==> config.mk <==
export PLATFORM = sky130hd
export DESIGN_NAME = sorted_unique_set_table_top
export DESIGN_NICKNAME = d
export VERILOG_FILES = /design/src/rtl/sust_pkg.sv /design/src/rtl/sust_cell.sv /design/src/rtl/sorted_unique_set_table_top.sv
export SDC_FILE = /design/constraint.sdc
export NUM_CORES = 2
export LEC_CHECK = 0
export BUFFER_PORTS_ARGS = -buffer_cell sky130_fd_sc_hd__buf_2
export CORE_UTILIZATION = 50
export CTS_BUF_LIST = sky130_fd_sc_hd__clkbuf_4 sky130_fd_sc_hd__clkbuf_8
export DETAILED_ROUTE_END_ITERATION = 7
export PLACE_DENSITY = 0.68
export SYNTH_ARGS = -nofsm -noshare
export SYNTH_HDL_FRONTEND = slang
export SYNTH_HIERARCHICAL = 1
export SYNTH_SLANG_ARGS = --single-unit
export TNS_END_PERCENT = 10
==> constraint.sdc <==
create_clock -name i_clk -period 12.7 [get_ports i_clk]
set_input_delay 2.54 -clock i_clk [delete_from_list [all_inputs] [get_ports i_clk]]
set_output_delay 2.54 -clock i_clk [all_outputs]
set_load 0.05 [all_outputs]
==> src/rtl/sust_pkg.sv <==
// Package for the sorted unique set table: item types, kind codes,
// controller states and the default capacity. No dependencies.
`timescale 1ns / 1ps

package sust_pkg;

    localparam int CAPACITY_DEF = 16;
    localparam int COUNT_W      = 5;

    localparam logic KIND_INSERT = 1'b0;
    localparam logic KIND_QUERY  = 1'b1;

    typedef struct packed {
        logic               kind;
        logic signed [31:0] value;
    } t_in_item;

    typedef struct packed {
        logic               found;
        logic               inserted;
        logic               dropped_full;
        logic [COUNT_W-1:0] count;
        logic               is_empty;
    } t_out_item;

    typedef enum logic [2:0] {
        S_IDLE = 3'b001,
        S_CMP  = 3'b010,
        S_UPD  = 3'b100
    } t_state;

    // Per-cell status handed from a cell to the controller and its right neighbor.
    typedef struct packed {
        logic eq;
        logic slot;
    } t_cell_flags;

endpackage

==> src/rtl/sust_cell.sv <==
// One cell of the sorted chain: holds a single entry, compares it against the
// broadcast key and shifts or loads on insert. Depends on sust_pkg.
`timescale 1ns / 1ps

module sust_cell (
    input  logic                 i_clk,
    input  logic                 i_rst_n,
    input  logic                 i_cmp_en,
    input  logic                 i_shift_en,
    input  logic                 i_occ,
    input  logic                 i_at_end,
    input  logic signed [31:0]   i_key,
    input  logic                 i_left_slot,
    input  logic signed [31:0]   i_left_entry,
    output logic signed [31:0]   o_entry,
    output sust_pkg::t_cell_flags o_flags
);

    logic signed [31:0]    r_entry;
    sust_pkg::t_cell_flags r_flags;
    sust_pkg::t_cell_flags n_flags;

    // A cell is a slot when the key sorts before its entry, or when it is
    // the first free cell. Every slot right of the first one takes its left
    // neighbor's entry, and the first slot takes the key.
    always_comb begin
        n_flags.eq   = i_occ && (r_entry == i_key);
        n_flags.slot = (i_occ && (i_key < r_entry)) || i_at_end;
    end

    always_ff @(posedge i_clk) begin
        if (!i_rst_n) begin
            r_flags <= '0;
        end else if (i_cmp_en) begin
            r_flags <= n_flags;
        end
    end

    always_ff @(posedge i_clk) begin
        if (i_shift_en) begin
            if (i_left_slot) begin
                r_entry <= i_left_entry;
            end else if (r_flags.slot) begin
                r_entry <= i_key;
            end
        end
    end

    assign o_entry = r_entry;
    assign o_flags = r_flags;

endmodule

==> src/rtl/sorted_unique_set_table_top.sv <==
// Sorted unique set table: a chain of compare-and-shift cells with a small
// controller and an output register. Depends on sust_pkg and sust_cell.
//
// The table keeps up to CAPACITY distinct signed 32-bit values in ascending
// order, one per cell. An item passes an accept step, a compare step in which
// every cell compares its entry with the value and registers the outcome, and
// an update step in which the present flags are combined and an insert shifts
// the larger entries one cell up. The next item is accepted while a finished
// result still waits in the output register; the update step waits only while
// that register is full and the output is stalled. Inserts of a value already
// present change nothing, and a new value inserted into a full table is dropped
// and flagged. The count field carries the low five bits of the element count.
`timescale 1ns / 1ps

module sorted_unique_set_table_top #(
    parameter int CAPACITY = sust_pkg::CAPACITY_DEF
) (
    input  logic                i_clk,
    input  logic                i_rst_n,
    input  logic                i_in_valid,
    output logic                o_in_stall,
    input  sust_pkg::t_in_item  i_in,
    output logic                o_out_valid,
    input  logic                i_out_stall,
    output sust_pkg::t_out_item o_out
);

    localparam int CW = $clog2(CAPACITY + 1);

    sust_pkg::t_state    r_state;
    sust_pkg::t_state    n_state;
    sust_pkg::t_in_item  r_item;
    logic [CW-1:0]       r_count;
    logic [CW-1:0]       n_count;
    logic                r_out_valid;
    sust_pkg::t_out_item r_out;
    sust_pkg::t_out_item n_out;

    logic signed [31:0]    w_entry [CAPACITY];
    sust_pkg::t_cell_flags w_flags [CAPACITY];
    logic [CAPACITY-1:0]   w_eq;

    logic in_acc;
    logic upd_go;
    logic found;
    logic full;
    logic do_insert;

    assign o_in_stall = (r_state != sust_pkg::S_IDLE);
    assign in_acc     = i_in_valid && !o_in_stall;
    assign upd_go     = (r_state == sust_pkg::S_UPD) && !(r_out_valid && i_out_stall);

    assign found     = |w_eq;
    assign full      = (r_count == CW'(CAPACITY));
    assign do_insert = upd_go && (r_item.kind == sust_pkg::KIND_INSERT) && !found && !full;

    genvar g;
    generate
        for (g = 0; g < CAPACITY; g++) begin : g_cell
            localparam logic [CW-1:0] IDX = CW'(g);
            logic               left_slot;
            logic signed [31:0] left_entry;

            if (g == 0) begin : g_first
                assign left_slot  = 1'b0;
                assign left_entry = r_item.value;
            end else begin : g_rest
                assign left_slot  = w_flags[g-1].slot;
                assign left_entry = w_entry[g-1];
            end

            sust_cell u_cell (
                .i_clk        (i_clk),
                .i_rst_n      (i_rst_n),
                .i_cmp_en     (r_state == sust_pkg::S_CMP),
                .i_shift_en   (do_insert),
                .i_occ        (IDX < r_count),
                .i_at_end     (IDX == r_count),
                .i_key        (r_item.value),
                .i_left_slot  (left_slot),
                .i_left_entry (left_entry),
                .o_entry      (w_entry[g]),
                .o_flags      (w_flags[g])
            );

            assign w_eq[g] = w_flags[g].eq;
        end
    endgenerate

    always_comb begin
        n_state = r_state;
        case (r_state)
            sust_pkg::S_IDLE: if (in_acc) n_state = sust_pkg::S_CMP;
            sust_pkg::S_CMP:  n_state = sust_pkg::S_UPD;
            sust_pkg::S_UPD:  if (upd_go) n_state = sust_pkg::S_IDLE;
            default:          n_state = sust_pkg::S_IDLE;
        endcase
    end

    always_comb begin
        n_count            = do_insert ? r_count + CW'(1) : r_count;
        n_out.found        = found;
        n_out.inserted     = do_insert;
        n_out.dropped_full = (r_item.kind == sust_pkg::KIND_INSERT) && !found && full;
        n_out.count        = sust_pkg::COUNT_W'(n_count);
        n_out.is_empty     = (n_count == '0);
    end

    always_ff @(posedge i_clk) begin
        if (!i_rst_n) begin
            r_state     <= sust_pkg::S_IDLE;
            r_count     <= '0;
            r_out_valid <= 1'b0;
        end else begin
            r_state <= n_state;
            r_count <= n_count;
            if (upd_go) begin
                r_out_valid <= 1'b1;
            end else if (!i_out_stall) begin
                r_out_valid <= 1'b0;
            end
        end
    end

    always_ff @(posedge i_clk) begin
        if (in_acc) begin
            r_item <= i_in;
        end
        if (upd_go) begin
            r_out <= n_out;
        end
    end

    assign o_out_valid = r_out_valid;
    assign o_out       = r_out;

    a_count_bound: assert property (@(posedge i_clk) disable iff (!i_rst_n)
        r_count <= CW'(CAPACITY))
        else $error("element count exceeds capacity");

    a_count_step: assert property (@(posedge i_clk) disable iff (!i_rst_n)
        (r_state != sust_pkg::S_UPD) |=> $stable(r_count))
        else $error("element count changed outside the update cycle");

    a_result_kind: assert property (@(posedge i_clk) disable iff (!i_rst_n)
        upd_go |=> !(o_out.inserted && (o_out.found || o_out.dropped_full)))
        else $error("insert reported together with found or dropped");

    a_result_follows: assert property (@(posedge i_clk) disable iff (!i_rst_n)
        upd_go |=> o_out_valid && (r_state == sust_pkg::S_IDLE))
        else $error("update cycle did not deliver a result");

endmodule

==> run_results.csv <==
group,metric,value,unit
floorplan,ios,48,
global_routing,grt_pass1_vias,27200,
worst_setup_path,worstSetupPathType,"flip-flop to primary output",
timing,report.final.slew_viol_count,0,
job,max-cap-violations,0,
worst_setup_path,end_kind,"primary output",
finish,drive_above_1_share,24.3,%
place,preCtsSetupSlack,7930,ps
finish,final_util,55.8,%
clock_tree,numCtsBuffers,102,
global_routing,grtUsageTotal,21.8,%
worst_setup_path,crit_required,10160,ps
timing,rsz0062_at_grt,"false",
clock_tree,htreeDepth,3,
global_routing,grt-ovfl-total,0,
timing,fmax,0.222,GHz
timing,tightest_slew,1230,ps
place,place.gp.congestion,0.863,
clock_tree,ctsHoldBuffers,0,
drt,drt-initial-drc-count,1004,
finish,nFillCells,6132,
global_routing,antenna_found_initial,4,
clock_tree,cts_tree,"done",
floorplan,coreArea,74900,µm²
place,port_buffers,47,
worst_setup_path,cp-start-kind,"flip-flop",
global_routing,grt_pass1_wl,135000,µm
timing,setup_viol,0,
clock_tree,cts.path.max_buffers,3,
timing,skew,39.8,ps
clock_tree,clk_pin_slew,60,ps
timing,fin_setup_tns,0,ps
status,outcome,"finished, final reports clean",
yosys,netlist_top_cells_count,"edfxtp_1, inv_1, ha_1, mux2_2, a21oi_1",
timing,relSlewSlack,17.7,%
floorplan,dieHeight,278,µm
worst_hold_path,min-delay-path-class,"flip-flop to flip-flop",
yosys,async_flop_share,0,%
yosys,synth_edf_count,554,
drt,drt_wl_total,83700,µm
drt,via_per_inst,5.67,
clock_tree,cts-root-buf,"clkbuf_8",
finish,layout.nets,3928,
timing,hold_ws,528,ps
timing,finalHoldViolations,0,
yosys,syn_avg_cell_area,11.8,µm²
global_routing,grt_max_degree,51,
worst_setup_path,cp_data_arrival_time,1970,ps
yosys,yosysSeqAreaShare,45.8,%
floorplan,die_x,278,µm
yosys,synth.most_common_cell,"edfxtp_1",
power,vdd_drop_max,0.000112,V
finish,diodes,0,
timing,worst_slack,8190,ps
yosys,syn_nets,3785,
yosys,synthTopCellsByArea,"edfxtp_1, ha_1, mux2_2, inv_1, a21oi_1",
yosys,netlist_instances,3233,
place,place_hpwl,62600,µm
floorplan,row_count,100,
yosys,yosysTopAreaCellShare,43.7,%
drt,routedWlPerCell,18.9,µm
worst_setup_path,reg2reg_depth,8,
yosys,yosysWarningCount,6,
yosys,synth.cell_area,38100,µm²
yosys,synth_largest_area_cell,"edfxtp_1",
clock_tree,insertion_delay,710,ps
clock_tree,clock_sinks,595,
drt,ant_nets,0,
drt,drc,0,
power,cellLeakagePower,17.8,nW
worst_hold_path,min_path_cells,2,
yosys,synth_cell_types,46,
power,power_density,104,nW/µm²
timing,finalCritPeriodShare,35.5,%
floorplan,initial_core_util,50.8,%
drt,drt_first_pass_iters,8,
clock_tree,post_cts_buffers,0,
finish,syn_to_final_growth,9.75,%
timing,post-route-min-period,4510,ps
floorplan,die_area,77300,µm²
yosys,synth_ff_type,"edfxtp_1",
worst_setup_path,cp_max_fo,7,
yosys,synth-seq-cells,595,
clock_tree,ctsResizeCount,0,
drt,vias,25100,
[critical path: stages, from the launching register on]
cell     delay (ps)
dfxtp_1         460
or3b_2          540
buf_2           270
[area by class of cell]
class / count / area [µm²] / share of cell area [%]
sequential: 595 / 17500 / 41.8
inverter: 553 / 2080 / 4.97
clock inverter: 60 / 387 / 0.925
tap: 969 / 1210 / 2.90
timing repair buffer: 112 / 723 / 1.73
multi-input combinational: 2012 / 18300 / 43.8
clock buffer: 134 / 1650 / 3.95
[routing by layer]
| metal | vias to the layer above | wire length (µm) | track usage (%) |
|---|---|---|---|
| met1 | 12200 | 33900 | 24.2 |
| met4 | 6 | 3400 | 10.1 |
| met5 | - | 41 | 0 |
| met3 | 211 | 2840 | 3.32 |
| met2 | 431 | 43500 | 40.7 |
| li1 | 12300 | - | - |
[logic make-up after synthesis]
| logic type | count (synthesis) | share of synthesized area [%] |
|---|---|---|
| AO/OA/AOI/OAI | 472 | 8.45 |
| XOR/XNOR | 2 | 0.0460 |
| adder cells (fa/ha/maj) | 515 | 16.9 |
| buffers and inverters | 626 | 6.17 |
| flip-flops | 595 | 45.8 |
| multiplexers | 529 | 15.6 |
| other | 1 | 0.00985 |
| AND/OR/NAND/NOR | 493 | 6.96 |
[final timing paths]
check / from / end / slack (ps)
setup reg to reg: r_count[0] / g_cell[8].u_cell/o_entry[17] / 9390
hold / removal: g_cell[6].u_cell/o_flags[1] / g_cell[6].u_cell/o_flags[1] / 530
setup / recovery: r_state[0] / o_in_stall / 8190
hold reg to reg: g_cell[6].u_cell/o_flags[1] / g_cell[6].u_cell/o_flags[1] / 530
[metrics by stage]
stage / cell area, µm² / instances / total power [mW]
6_report: 41800 / 4435 / 4.33
5_1_grt: 41800 / 4435 / 4.50
4_1_cts: 41800 / 4435 / 4.37
3_5_place_dp: 39800 / 4241 / 2.62
3_3_place_gp: 39800 / 4241 / 2.59
2_1_floorplan: 38100 / 3233 / 2.50
[power breakdown]
group          switching, mW  total (mW)  leakage [nW]  internal (mW)
Sequential           0.00499        2.16          5.33           2.16
Combinational          0.236       0.421          11.4          0.186
Clock                  0.811        1.75          1.08          0.934
Total                   1.05        4.33          17.8           3.28
[layout by cell type, fill, tap and decap left out, types with 4 or more instances in the layout]
master | synthesis | routed
nand3_1 | 82 | 82
inv_1 | 552 | 552
bufinv_16 | 0 | 4
ha_1 | 515 | 515
nor2b_1 | 18 | 18
and3_1 | 22 | 22
a221o_1 | 32 | 32
buf_2 | 0 | 47
a31oi_1 | 16 | 16
a221oi_1 | 16 | 16
o21ai_0 | 57 | 57
clkbuf_8 | 0 | 103
nand2_1 | 114 | 114
nor2_1 | 59 | 58
buf_4 | 0 | 65
nand2b_1 | 4 | 4
a22oi_2 | 16 | 16
dfxtp_1 | 41 | 41
nand4_1 | 83 | 83
o211ai_1 | 16 | 16
mux2i_1 | 16 | 16
nor3_1 | 8 | 8
and2_0 | 16 | 16
edfxtp_1 | 554 | 554
o21a_1 | 16 | 16
nor4_1 | 37 | 37
or3_1 | 4 | 4
o41ai_2 | 16 | 16
mux2_2 | 513 | 513
clkinv_1 | 0 | 31
and2_1 | 18 | 18
a22o_1 | 16 | 16
a21oi_1 | 201 | 201
a21o_1 | 65 | 65
or4_4 | 16 | 16
clkbuf_4 | 0 | 31
clkinv_2 | 0 | 18
[state kept, by name (all words and copies together) (netlist names)]
| register | cells |
|---|---|
| g_cell.u_cell/o_entry | 512 |
| o_out | 9 |
| o_out_valid | 1 |
| g_cell.left_entry | 32 |
| g_cell.u_cell/o_flags | 32 |
| r_item | 1 |
| r_state | 3 |
| r_count | 5 |
(Power assumes the default switching activity.)
